**src/rtl/swsl_pkg.sv**
```systemverilog
// Shared types and constants of the slope leak detector.
package swsl_pkg;

  localparam int SLOPE_W   = 41;
  localparam int Q_FRAC    = 8;
  localparam int DIV_SHIFT = SLOPE_W - Q_FRAC;
  localparam int DCNT_W    = $clog2(SLOPE_W + 1);
  localparam int MIN_WIN   = 3;

  localparam logic ACT_SAMPLE = 1'b0;
  localparam logic ACT_CLEAR  = 1'b1;

  localparam logic CFG_TREND_WINDOW = 1'b0;
  localparam logic CFG_MEM_LIMIT    = 1'b1;

  typedef enum logic [1:0] {
    ALERT_NONE   = 2'd0,
    ALERT_MEM    = 2'd1,
    ALERT_HANDLE = 2'd2
  } alert_t;

  typedef enum logic [3:0] {
    S_IDLE,
    S_UPD,
    S_CHK,
    S_WALK,
    S_PROD,
    S_NUMER,
    S_CMP,
    S_DIV,
    S_EMIT
  } state_t;

  typedef struct packed {
    logic   in_ready;
    logic   load;
    logic   clear;
    logic   upd;
    logic   walk_init;
    logic   walk_sel_mem;
    logic   walk;
    logic   prod;
    logic   numer;
    logic   div_init;
    logic   div_step;
    logic   kind_ld;
    alert_t kind;
    logic   emit;
  } cmd_t;

  typedef struct packed {
    logic in_valid;
    logic in_clear;
    logic in_ok;
    logic go;
    logic walk_done;
    logic hit;
    logic sel_mem;
    logic div_done;
    logic out_free;
  } status_t;

endpackage

```
**src/rtl/swsl_ctrl.sv**
```systemverilog
// Sequencer for update, window walks, compare and divide.
module swsl_ctrl (
  input  logic              clk,
  input  logic              rst_n,
  input  swsl_pkg::status_t status,
  output swsl_pkg::cmd_t    cmd
);

  swsl_pkg::state_t state_r, state_nxt;

  always_ff @(posedge clk) begin
    if (!rst_n) begin
      state_r <= swsl_pkg::S_IDLE;
    end else begin
      state_r <= state_nxt;
    end
  end

  always_comb begin
    cmd       = '0;
    cmd.kind  = swsl_pkg::ALERT_NONE;
    state_nxt = state_r;
    case (state_r)
      swsl_pkg::S_IDLE: begin
        cmd.in_ready = 1'b1;
        if (status.in_valid) begin
          if (status.in_clear) begin
            cmd.clear = 1'b1;
          end else if (status.in_ok) begin
            cmd.load  = 1'b1;
            state_nxt = swsl_pkg::S_UPD;
          end
        end
      end
      swsl_pkg::S_UPD: begin
        cmd.upd   = 1'b1;
        state_nxt = swsl_pkg::S_CHK;
      end
      swsl_pkg::S_CHK: begin
        if (status.go) begin
          cmd.walk_init    = 1'b1;
          cmd.walk_sel_mem = 1'b1;
          state_nxt        = swsl_pkg::S_WALK;
        end else begin
          cmd.kind_ld = 1'b1;
          state_nxt   = swsl_pkg::S_EMIT;
        end
      end
      swsl_pkg::S_WALK: begin
        cmd.walk = 1'b1;
        if (status.walk_done) begin
          state_nxt = swsl_pkg::S_PROD;
        end
      end
      swsl_pkg::S_PROD: begin
        cmd.prod  = 1'b1;
        state_nxt = swsl_pkg::S_NUMER;
      end
      swsl_pkg::S_NUMER: begin
        cmd.numer = 1'b1;
        state_nxt = swsl_pkg::S_CMP;
      end
      swsl_pkg::S_CMP: begin
        if (status.hit) begin
          cmd.div_init = 1'b1;
          cmd.kind_ld  = 1'b1;
          cmd.kind     = status.sel_mem ? swsl_pkg::ALERT_MEM : swsl_pkg::ALERT_HANDLE;
          state_nxt    = swsl_pkg::S_DIV;
        end else if (status.sel_mem) begin
          // memory trend quiet, try handles
          cmd.walk_init = 1'b1;
          state_nxt     = swsl_pkg::S_WALK;
        end else begin
          cmd.kind_ld = 1'b1;
          state_nxt   = swsl_pkg::S_EMIT;
        end
      end
      swsl_pkg::S_DIV: begin
        cmd.div_step = 1'b1;
        if (status.div_done) begin
          state_nxt = swsl_pkg::S_EMIT;
        end
      end
      swsl_pkg::S_EMIT: begin
        if (status.out_free) begin
          cmd.emit  = 1'b1;
          state_nxt = swsl_pkg::S_IDLE;
        end
      end
      default: begin
        state_nxt = swsl_pkg::S_IDLE;
      end
    endcase
  end

endmodule

```
**config.mk**
```make
export PLATFORM = sky130hd
export DESIGN_NAME = swsl_ctrl
export DESIGN_NICKNAME = d
export VERILOG_FILES = /design/src/rtl/swsl_pkg.sv /design/src/rtl/swsl_ctrl.sv
export SDC_FILE = /design/constraint.sdc
export NUM_CORES = 1
export LEC_CHECK = 0
export BUFFER_PORTS_ARGS = -buffer_cell sky130_fd_sc_hd__buf_2
export CAP_MARGIN = 20
export CORE_AREA = 2 2 39 41
export DETAILED_ROUTE_END_ITERATION = 8
export DIE_AREA = 0 0 41 43
export PLACE_DENSITY = 0.62
export SLEW_MARGIN = 20
export SYNTH_ARGS = -nofsm -noshare
export SYNTH_HDL_FRONTEND = slang
export SYNTH_SLANG_ARGS = --single-unit
```
**constraint.sdc**
```tcl
create_clock -name clk -period 1.52 [get_ports clk]
set_input_delay 0.076 -clock clk [delete_from_list [all_inputs] [get_ports clk]]
set_output_delay 0.076 -clock clk [all_outputs]
set_load 0.005 [all_outputs]
```
* Word-level counts from Yosys, hierarchy flattened
Cells that the tools add are included.
Storage, ports and cells: bits in writable memories 0, input bits 11, word-level logic and storage cells 53, memory bits (read-only) 0, register bits after elaboration 4, memories kept 0, latch bits 0
Operators by class: divide/modulo/power cells 0, bitwise operators 0, shifts and indexed selects 0, $mul 0, multiplexer cells 36, reduce and logical (&&, ||, !) cells 2, $add $sub $neg 0, equal/unequal tests 14, $lt $le $gt $ge 0
Operators by type and width (count):
- $mux W4 | 9
- $pmux W4 S9 | 1
- $mux W1 | 18
- $eq A4 B3 Y1 const B | 4
- $ne A2 B2 Y1 const B | 6
- $mux W2 | 5
- $eq A4 B2 Y1 const B | 2
- $reduce_and A6 Y1 | 1
- $eq A4 B1 Y1 const B | 1
- $eq A4 B4 Y1 const B | 1
- $logic_not A4 Y1 | 1
- $pmux W1 S2 | 2
- $mux W3 | 1

* Logic depth before layout (Yosys ltp)
Gate-level depths: netlist of the first run.
depth in word-level cells 4, mapped depth 6, depth with buffers taken out 4

* Worst setup path after synthesis of the first run
OpenSTA, ideal clock, no wires.
path kind reg-to-reg, from register state_r[1], to register state_r[2], clock period less this slack 1.235 ns, required time 1.398 ns, path slack 0.285 ns, cell stages (with the launch flop) 6, buffers on the path 1, library setup time 0.122 ns, arrival 1.113 ns, cell sequence dfxtp_1 -> buf_6 -> nor4_2 -> nand2_2 -> a31oi_1 -> o22ai_1
On the way: cells in the longest elaborated chain, start to end 3, elaborated cells on any way between the ends 17, classes of those cells eq/ne: 14; mux: 1; reduce/logical: 2
RTL lines:
- start: declaration | line swsl_ctrl.sv:9 | swsl_pkg::state_t state_r, state_nxt;
- start signal: assignment | line swsl_ctrl.sv:13 | state_r <= swsl_pkg::S_IDLE;
- start signal: assignment | line swsl_ctrl.sv:15 | state_r <= state_nxt;
- $eq A4 B2 Y1, or another cell as far along | line swsl_ctrl.sv:23 | case (state_r)
- $ne A2 B2 Y1 (no line)
- $reduce_and A6 Y1 (no line)
Parallel ways exist; a longest one is shown, timed or not. A chain may end at the register's enable or synchronous reset.

==> reports/results.ini, run 1 <==
[placement]
place_area_um2 = 566.8
place.port_buffers = 25
dpl.cell_count = 99
hpwl_um = 895.7
gp_congestion = 0.7964
place_ws_ps = 83.03

[worst_setup_path]
worstPathRequired_ps = 1440
cp-start-kind = flip-flop
cp_cell_sequence = buf_4 -> nor4_2 -> and2_1 -> buf_2
critPathCaptureType = output pin
crit_arrival_ps = 1320
ff2ff_path_depth = 4
worst_path_largest_cell_delay_ps = 390
critPathMaxFanout = 10
crit_slowest_cell = dfxtp_4
critical_path_class = flip-flop to output pin

[sta]
fin_crit_ps = 1393
finalClockSkew_ps = 1.027
finalSetupViolCount = 0
final.setup.worst_slack_ps = 126.8
hold_viol_final = 0
fmax_mhz = 717.8
relSlewSlack_pct = 80.28
rsz0062_at_grt = false
worst_pin_slew_ps = 293.6
fin_crit_sh_pct = 91.66
fin_setup_tns_ps = 0
final_max_slew_viol_count = 0

[detailed_routing]
first_pass_iters = 3
vias = 519
drt-initial-drc-count = 7
routed_via_density = 5.088
post_drt_wl_per_cell_um = 11.58
wirelength_um = 1181
antenna_left = 0
drc = 0

[finish]
largest_register_ffs = 4
top_register = state_r
fin_cells = 102
top_regs = state_r x4
seq_area_um2 = 86.33
diodes = 0
num-nets-final = 99
syn2layout_area_growth_pct = 44.35
final_area_um2 = 623.1
multi_input_area_um2 = 335.3
layout-drive-gt1-share_pct = 50.00
final.fill_count = 158

[grt]
grt_pass1_wl_um = 1800
antenna_found_initial = 0
grt_overflow = 0
grt_start_max_net_pins = 11
grt_use_total_pct = 14.87
grt_pass1_vias = 457

[clocking]
cts_hold_buf = 0
insertion_delay_ps = 230
cts-root-buf = clkbuf_4
clkTransAtPathRegs_ps = 30
cts_setup_buffers = 0
cts_tree = done
cts_buffer_depth = 2
tritoncts.num_buffers = 3
cts.sinks = 4
cts_max_level = 1

[yosys]
synth.distinct_cells = 31
synth_nets = 70
synth_cells = 59
ys.flop_type = dfxtp_1
yosys.area_share.simple_pct = 49.86
synth_top_family_by_area = simple AND/OR/NAND/NOR gates
yosysTopAreaCellShare_pct = 18.55
async_reset_ff_share_pct = 0
yosysWarnings = 0
muxShareOfSynthArea_pct = 2.319
synthAdderAreaFrac_pct = 0
synthesis.area_um2 = 431.7
synth_top_cell_by_area = dfxtp_1
synth_edf_count = 0
synth-seq-cells = 4
ys_top_cells_by_area = dfxtp_1 19%, a2111oi_4 6.4%, nand2b_1 5.8%
synth_xor_area_share_pct = 0
synth_seq_area_share_pct = 18.55
synth-compound-area-share_pct = 19.13
syn_area_per_cell_um2 = 7.316

[power]
ir_worst_vdd_uv = 344.5
power_leakage_nw = 0.2833
power_density_mw_per_mm2 = 495.5

[worst_hold_path]
hp-class = input pin to flip-flop
hold_path_depth = 3

[floorplan]
dieArea_mm2 = 0.001763
start_util_pct = 31.19
pin_count = 26
die_x_um = 41
coreArea_mm2 = 0.001384
std_cell_rows = 14
die_y_um = 43

[job]
cap_violations = 0

[status]
status = complete, no violations

cells by family (layout without fill, tap and decap cells):
kind of cell,count (synthesis),after routing
AO/OA/AOI/OAI,10,10
buffers and inverters,7,34
flip-flops,4,4
multiplexers,1,1
AND/OR/NAND/NOR,37,37
worst paths after layout:
check	start	end	slack, ps
setup / recovery	state_r[2]$_SDFFE_PN0P_	cmd[0]	130
hold / removal	rst_n	state_r[3]$_SDFFE_PN0P_	120
setup reg to reg	state_r[0]$_SDFFE_PN0P_	state_r[2]$_SDFFE_PN0P_	210
hold reg to reg	state_r[2]$_SDFFE_PN0P_	state_r[2]$_SDFFE_PN0P_	570
placed cells by master (no fill, tap or decap), types with 2 or more instances in the layout:
cell | Yosys | layout
a21oi_1 | 2 | 2
and2_1 | 2 | 2
and3_1 | 2 | 2
buf_2 | 2 | 25
buf_4 | 0 | 3
clkbuf_4 | 0 | 3
dfxtp_2 | 0 | 2
inv_1 | 3 | 3
nand2_1 | 3 | 3
nand2b_1 | 4 | 3
nand3_1 | 2 | 2
nor2_1 | 6 | 6
nor2b_1 | 2 | 2
nor3_1 | 5 | 4
o21ai_1 | 2 | 2
critical path, delay by kind of cell, from the launching register on:
family / cells / cell delay, ps
simple gates: 2 / 430
flops: 1 / 390
buf+inv: 2 / 260
per-layer routing:
| layer | vias to the layer above | routed length, µm | track usage (%) |
|---|---|---|---|
| li1 | 269 | - | - |
| met1 | 234 | 519 | 18.71 |
| met2 | 14 | 579 | 22.50 |
| met3 | 2 | 71 | 3.141 |
| met4 | 0 | 10 | 8.000 |
| met5 | - | 0 | 0 |
power by group:
group	internal, mW	total [mW]	switching (mW)
Combinational	0.0355	0.0717	0.0363
Clock	0.0879	0.125	0.0372
Sequential	0.106	0.112	0.00568
per-stage QoR:
stage / total power, mW / hold WS (ps) / util [%]
5_1_grt: 0.3328 / 120.1 / 45.03
3_5_place_dp: 0.1827 / 359.0 / 40.96
3_3_place_gp: 0.1818 / 356.5 / 40.96
6_report: 0.3088 / 121.6 / 45.03
4_1_cts: 0.3162 / 113.5 / 42.86
2_1_floorplan: 0.1527 / 187.3 / -
cell usage after synthesis (2+ instances only):
cell type and count:
buf_2 2, nor2b_1 2, and2_1 2, dfxtp_1 4, nand3_1 2, and3_1 2
o21ai_1 2, nor2_1 6, nor4_1 2, nor3_1 5, buf_6 2, nand2_1 3
nand2b_1 4, inv_1 3, a21oi_1 2
repair_timing:
| item | 4_1_cts | 5_1_grt |
|---|---|---|
| hold endpoints to repair | 0 | 0 |
| pin swaps | 0 | 0 |
| gates resized for setup | 2 | 7 |
| endpoints found under the setup margin | 7 | 6 |
area by class of cell:
class / instances / area share (%)
Multi-Input combinational cell: 48 / 53.82
Tap cell: 16 / 3.213
Inverter: 3 / 1.807
Clock buffer: 3 / 3.614
Timing Repair Buffer: 28 / 23.69
Sequential cell: 4 / 13.86
Power figures use the tool's default switching activity.
==> inputs of run 2 (changes only) <==
--- a/config.mk
+++ b/config.mk
@@ -6,10 +6,10 @@
 export NUM_CORES = 1
 export LEC_CHECK = 0
 export BUFFER_PORTS_ARGS = -buffer_cell sky130_fd_sc_hd__buf_2
-export CAP_MARGIN = 20
 export CORE_AREA = 2 2 39 41
 export DETAILED_ROUTE_END_ITERATION = 8
 export DIE_AREA = 0 0 41 43
+export HOLD_SLACK_MARGIN = 0.02
 export PLACE_DENSITY = 0.62
 export SLEW_MARGIN = 20
 export SYNTH_ARGS = -nofsm -noshare
==> constraint.sdc (replaced) <==
create_clock -name clk -period 1.7 [get_ports clk]
set_input_delay 0.085 -clock clk [delete_from_list [all_inputs] [get_ports clk]]
set_output_delay 0.085 -clock clk [all_outputs]
set_load 0.005 [all_outputs]
==> run 2 against run 1 <==
Effect of this change:
- critical path depth unchanged
- register-to-register slack better by 120 ps
- via count up 0.77%
- first-iteration DRC count rose to 2.6 times the previous value
- global-route usage down 0.62 points
- highest routed layer unchanged
==> reports/results.ini, run 2 (synthesis results as in run 1) <==
[status]
status = complete, no violations  ; unchanged

[detailed_routing]
vias = 523  ; was 519
post_drt_wl_per_cell_um = 10.74  ; was 11.58 µm
routed_via_density = 5.230  ; was 5.088
drc = 0  ; unchanged
first_pass_iters = 4  ; was 3
wirelength_um = 1074  ; was 1181 µm
antenna_left = 0  ; unchanged
drt-initial-drc-count = 18  ; was 7

[finish]
final_util_pct = 41.68  ; was 45.03%
layout_common_cells = 25 x buf_2, 6 x nor2_1, 5 x nor3_1, 4 x nand2b_1  ; was 25 x buf_2, 6 x nor2_1, 4 x nor3_1
diodes = 0  ; unchanged
top_regs = state_r x4  ; unchanged
final_area_um2 = 576.8  ; was 623.1 µm²
syn2layout_area_growth_pct = 33.62  ; was 44.35%
layout_commonest_cell = buf_2  ; unchanged
largest_register_ffs = 4  ; unchanged
top_register = state_r  ; unchanged
fin_cells = 100  ; was 102
layout-drive-gt1-share_pct = 44.05  ; was 50.00%
num-nets-final = 97  ; was 99

[clocking]
ctsResizeCount = 0  ; was 2
cts_tree = done  ; unchanged
tritoncts.num_buffers = 3  ; unchanged
clkTransAtPathRegs_ps = 40  ; was 30 ps
cts_buffer_depth = 2  ; unchanged
cts_setup_buffers = 0  ; unchanged
cts-root-buf = clkbuf_4  ; unchanged
insertion_delay_ps = 230  ; about the same
cts_max_level = 1  ; unchanged
cts.sinks = 4  ; unchanged
cts_hold_buf = 0  ; unchanged

[grt]
antenna_found_initial = 0  ; unchanged
grt_start_max_net_pins = 14  ; was 11
grt_use_total_pct = 14.26  ; was 14.87%
grt_pass1_wl_um = 1690  ; was 1800 µm
grt_pass1_vias = 421  ; was 457
grt_overflow = 0  ; unchanged

[power]
power_leakage_nw = 0.2640  ; was 0.2833 nW
ir_worst_vdd_uv = 279.8  ; was 344.5 µV
power_density_mw_per_mm2 = 474.8  ; was 495.5 mW/mm²

[floorplan]
die_y_um = 43  ; unchanged
std_cell_rows = 14  ; unchanged
pin_count = 26  ; unchanged
dieArea_mm2 = 0.001763  ; unchanged
start_util_pct = 31.19  ; unchanged
die_x_um = 41  ; unchanged
coreArea_mm2 = 0.001384  ; unchanged

[worst_setup_path]
crit_slowest_cell = dfxtp_1  ; was dfxtp_4
crit_arrival_ps = 1420  ; was 1320 ps
critPathMaxFanout = 8  ; was 10
path_buf_inv = 1  ; was 2
worst_path_largest_cell_delay_ps = 360  ; was 390 ps
worstPathRequired_ps = 1620  ; was 1440 ps
cp-start-kind = flip-flop  ; unchanged
critPathCaptureType = output pin  ; unchanged
cp_cell_sequence = nand2b_1 -> nor3_1 -> and2_1 -> buf_2  ; was buf_4 -> nor4_2 -> and2_1 -> buf_2
path_delay_family = simple AND/OR/NAND/NOR gates  ; unchanged
rrSetupSlack_ps = 330  ; was 210 ps
critical_path_class = flip-flop to output pin  ; unchanged

[sta]
fin_crit_sh_pct = 88.39
worst_pin_slew_ps = 361.0  ; was 293.6 ps
fin_crit_ps = 1503
hold_viol_final = 0  ; unchanged
relSlewSlack_pct = 75.73  ; was 80.28%
finalClockSkew_ps = 1.941  ; was 1.027 ps
finalSetupViolCount = 0  ; unchanged
final_max_slew_viol_count = 0  ; unchanged
fin_setup_tns_ps = 0  ; unchanged
rsz0062_at_grt = false  ; unchanged
fmax_mhz = 665.5
holdWs_ps = 130.7  ; was 121.6 ps

[placement]
dpl.cell_count = 97  ; was 99
place_area_um2 = 551.8  ; was 566.8 µm²
hpwl_um = 860  ; was 895.7 µm
gp_congestion = 0.7908  ; was 0.7964
place.port_buffers = 25  ; unchanged

[worst_hold_path]
hp-class = input pin to flip-flop  ; unchanged

[job]
cap_violations = 0  ; unchanged

## run 2: worst min-delay path: stages
cell	delay, ps
buf_2	120
nand3_1	70
a21oi_1	40
## run 2: metrics by stage
step | worst slack (ps) | total power [mW]
floorplan | 464.8 | 0.1365
global placement | 317.5 | 0.1621
detailed placement | 249.3 | 0.1632
CTS | 87.45 | 0.2837
global route | 23.44 | 0.2996
finish | 197.3 | 0.2739
## run 2: metal layers
metal | up-vias | global-route usage [%] | wire, µm
met1 | 231 | 16.40 | 443
met2 | 26 | 21.88 | 524
li1 | 264 | - | -
met4 | 0 | 10.00 | 10
met3 | 2 | 3.141 | 95
met5 | - | 0 | 0
## run 2: final cells by class
cell class | count | area (µm²)
fill | 159 | 807.0
multi-input combinational | 48 | 307.8
timing repair buffer | 26 | 132.6
sequential | 4 | 82.58
clock buffer | 3 | 22.52
tap | 16 | 20.02
inverter | 3 | 11.26
## run 2: worst paths after layout
kind	startpoint	endpoint	depth (start not counted)
setup / recovery	state_r[3]$_SDFFE_PN0P_	cmd[1]	4
hold / removal	rst_n	state_r[3]$_SDFFE_PN0P_	3
setup reg to reg	state_r[2]$_SDFFE_PN0P_	state_r[2]$_SDFFE_PN0P_	4
hold reg to reg	state_r[2]$_SDFFE_PN0P_	state_r[2]$_SDFFE_PN0P_	2
## run 2: power by group
part / switching [mW] / internal [mW] / total [mW]
combinational: 0.0330 / 0.0297 / 0.0627
clock: 0.0334 / 0.0786 / 0.112
sequential: 0.00267 / 0.0965 / 0.0992
total: 0.0690 / 0.205 / 0.274
==> inputs of run 3 (changes only) <==
--- a/config.mk
+++ b/config.mk
@@ -10,7 +10,7 @@
 export DETAILED_ROUTE_END_ITERATION = 8
 export DIE_AREA = 0 0 41 43
 export HOLD_SLACK_MARGIN = 0.02
-export PLACE_DENSITY = 0.62
+export PLACE_DENSITY = 0.64
 export SLEW_MARGIN = 20
 export SYNTH_ARGS = -nofsm -noshare
 export SYNTH_HDL_FRONTEND = slang
==> constraint.sdc (replaced) <==
create_clock -name clk -period 1.35 [get_ports clk]
set_input_delay 0.0675 -clock clk [delete_from_list [all_inputs] [get_ports clk]]
set_output_delay 0.0675 -clock clk [all_outputs]
set_load 0.005 [all_outputs]
==> run 3 against run 2 <==
Effect of this change:
- the flow now finishes with violations (negative setup slack)
- design area grew 28%
- register-to-register slack lost 260 ps
- power grew 39%
- via count grew 9.8%
- die area is the same
- largest cell class unchanged
- highest routed layer is now met3
- clock power grew 37%
- final cell count grew 11%
==> reports/results.ini, run 3 (synthesis results as in run 1) <==
[sta]
relSlewSlack_pct = 80.13  ; was 75.73%
final.setup.worst_slack_ps = -40.17  ; was 197.3 ps
fmax_mhz = 719.3
fin_crit_sh_pct = 103.0
hold_viol_final = 0  ; unchanged
worst_pin_slew_ps = 296.9  ; was 361.0 ps
finalClockSkew_ps = 2.922  ; was 1.941 ps
rsz0062_at_grt = true  ; was false
finalSetupViolCount = 4  ; was 0
fin_setup_tns_ps = -89.02  ; was 0 ps
final_max_slew_viol_count = 0  ; unchanged
fin_crit_ps = 1390

[finish]
seq_area_um2 = 87.58  ; was 82.58 µm²
layout-drive-gt1-share_pct = 60.00  ; was 44.05%
num-nets-final = 108  ; was 97
layout_commonest_cell = buf_2  ; unchanged
final_util_pct = 53.25  ; was 41.68%
final.fill_count = 138  ; was 159
layout_common_cells = 24 x buf_2, 10 x buf_4, 6 x nor2_1  ; was 25 x buf_2, 6 x nor2_1, 5 x nor3_1, 4 x nand2b_1
top_regs = state_r x4  ; unchanged
syn2layout_area_growth_pct = 70.72  ; was 33.62%
largest_register_ffs = 4  ; unchanged
top_register = state_r  ; unchanged
final_area_um2 = 737.0  ; was 576.8 µm²
multi_input_area_um2 = 366.6  ; was 307.8 µm²
diodes = 0  ; unchanged

[detailed_routing]
first_pass_iters = 4  ; unchanged
routed_via_density = 5.171  ; was 5.230
drt-initial-drc-count = 5  ; was 18
antenna_left = 0  ; unchanged
drc = 0  ; unchanged
post_drt_wl_per_cell_um = 12.49  ; was 10.74 µm
wirelength_um = 1386  ; was 1074 µm
vias = 574  ; was 523

[clocking]
clkTransAtPathRegs_ps = 40  ; about the same
cts_max_level = 1  ; unchanged
insertion_delay_ps = 240  ; was 230 ps
cts_tree = done  ; unchanged
cts_hold_buf = 0  ; unchanged
cts.sinks = 4  ; unchanged
cts-root-buf = clkbuf_4  ; unchanged
cts_buffer_depth = 2  ; unchanged
tritoncts.num_buffers = 3  ; unchanged

[power]
power_leakage_nw = 0.3354  ; was 0.2640 nW
design_power_total_mw = 0.3819  ; was 0.2739 mW
power_density_mw_per_mm2 = 518.2  ; was 474.8 mW/mm²
ir_worst_vdd_uv = 290.8  ; was 279.8 µV

[floorplan]
std_cell_rows = 14  ; unchanged
dieArea_mm2 = 0.001763  ; unchanged
start_util_pct = 31.19  ; unchanged
die_x_um = 41  ; unchanged
die_y_um = 43  ; unchanged
pin_count = 26  ; unchanged
coreArea_mm2 = 0.001384  ; unchanged

[grt]
grt_use_total_pct = 17.39  ; was 14.26%
grt_pass1_vias = 508  ; was 421
grt_pass1_wl_um = 1994  ; was 1690 µm
antenna_found_initial = 0  ; unchanged
grt_overflow = 0  ; unchanged
grt_start_max_net_pins = 10  ; was 14

[worst_setup_path]
r2r-start = state_r[3]$_SDFFE_PN0P_  ; was state_r[2]$_SDFFE_PN0P_
worst_path_largest_cell_delay_ps = 320  ; was 360 ps
crit_slowest_cell = dfxtp_2  ; was dfxtp_1
timing.critical_path.from = state_r[3]$_SDFFE_PN0P_  ; unchanged
worstPathRequired_ps = 1280  ; was 1620 ps
critPathMaxFanout = 3  ; was 8
cp.depth = 5  ; was 4
path_buf_inv = 3  ; was 1
crit_arrival_ps = 1320  ; was 1420 ps
r2r_end = state_r[2]$_SDFFE_PN0P_  ; unchanged
path_delay_family = buffers and inverters  ; was simple AND/OR/NAND/NOR gates
critical_path_class = flip-flop to output pin  ; unchanged
cp_cell_sequence = buf_6 -> nor4_4 -> buf_4 -> and4b_1 -> buf_2  ; was nand2b_1 -> nor3_1 -> and2_1 -> buf_2
critPathCaptureType = output pin  ; unchanged
cp-endpoint = cmd[13]  ; was cmd[1]
ff2ff_path_depth = 6  ; was 4
rrSetupSlack_ps = 70  ; was 330 ps
cp-start-kind = flip-flop  ; unchanged

[placement]
place.port_buffers = 25  ; unchanged
gp_congestion = 0.8103  ; was 0.7908
place_area_um2 = 604.3  ; was 551.8 µm²
hpwl_um = 977.5  ; was 860 µm
place_ws_ps = 65.26  ; was 249.3 ps

[job]
cap_violations = 0  ; unchanged

[status]
status = finished, violations left  ; was complete, no violations
violations = negative setup slack

[worst_hold_path]
hp-class = input pin to flip-flop  ; unchanged

run 3: how the worst min path moves through the flow:
stage | startpoint | to | depth (start not counted)
floorplan | status[2] | cmd[2] | 1
global placement | rst_n | state_r[0]$_SDFFE_PN0P_ | 3
detailed placement | rst_n | state_r[0]$_SDFFE_PN0P_ | 3
CTS | rst_n | state_r[0]$_SDFFE_PN0P_ | 3
global route | rst_n | state_r[0]$_SDFFE_PN0P_ | 3
finish | rst_n | state_r[0]$_SDFFE_PN0P_ | 3
run 3: layer usage:
| metal | routed length, µm | GRT usage, % | vias to the layer above |
|---|---|---|---|
| met4 | 0 | 12.00 | 0 |
| met3 | 95 | 4.712 | 0 |
| met2 | 790 | 29.69 | 20 |
| met1 | 501 | 16.45 | 264 |
| li1 | - | - | 290 |
| met5 | 0 | 0 | - |
run 3: final cells by class:
cell class | instances | area share [%]
clock buffer | 3 | 3.056
inverter | 3 | 1.528
multi-input combinational | 48 | 49.75
sequential | 4 | 11.88
tap | 16 | 2.716
timing repair buffer | 37 | 31.07
run 3: worst reg2reg max path, stage by stage, from the launching register on:
cell and delay [ps]:
dfxtp_2 320, buf_6 120, nor4_4 220, buf_4 150, nand2_2 60, a31oi_1 180
o22ai_1 110
run 3: per-stage QoR:
| stage | hold WS [ps] | std cells |
|---|---|---|
| 5_1_grt | 122.9 | 111 |
| 3_5_place_dp | 348.0 | 104 |
| 6_report | 109.1 | 111 |
| 3_3_place_gp | 341.9 | 104 |
| 4_1_cts | 99.11 | 110 |
| 2_1_floorplan | 170.3 | 59 |
run 3: repair_timing:
item | CTS | global route
gates resized for setup | 15 | 3
setup endpoints to repair | 8 | 12
setup buffers | 3 | 1
gates cloned | 0 | 0
endpoints found under the hold margin | 0 | 0
pin swaps | 2 | 2
run 3: report_power, final:
part	switching (mW)	internal, mW	total (mW)	leakage [nW]
Sequential	0.00570	0.120	0.126	0.0346
Clock	0.0532	0.0998	0.153	0.0138
Combinational	0.0489	0.0544	0.103	0.287
Total	0.108	0.274	0.382	0.335
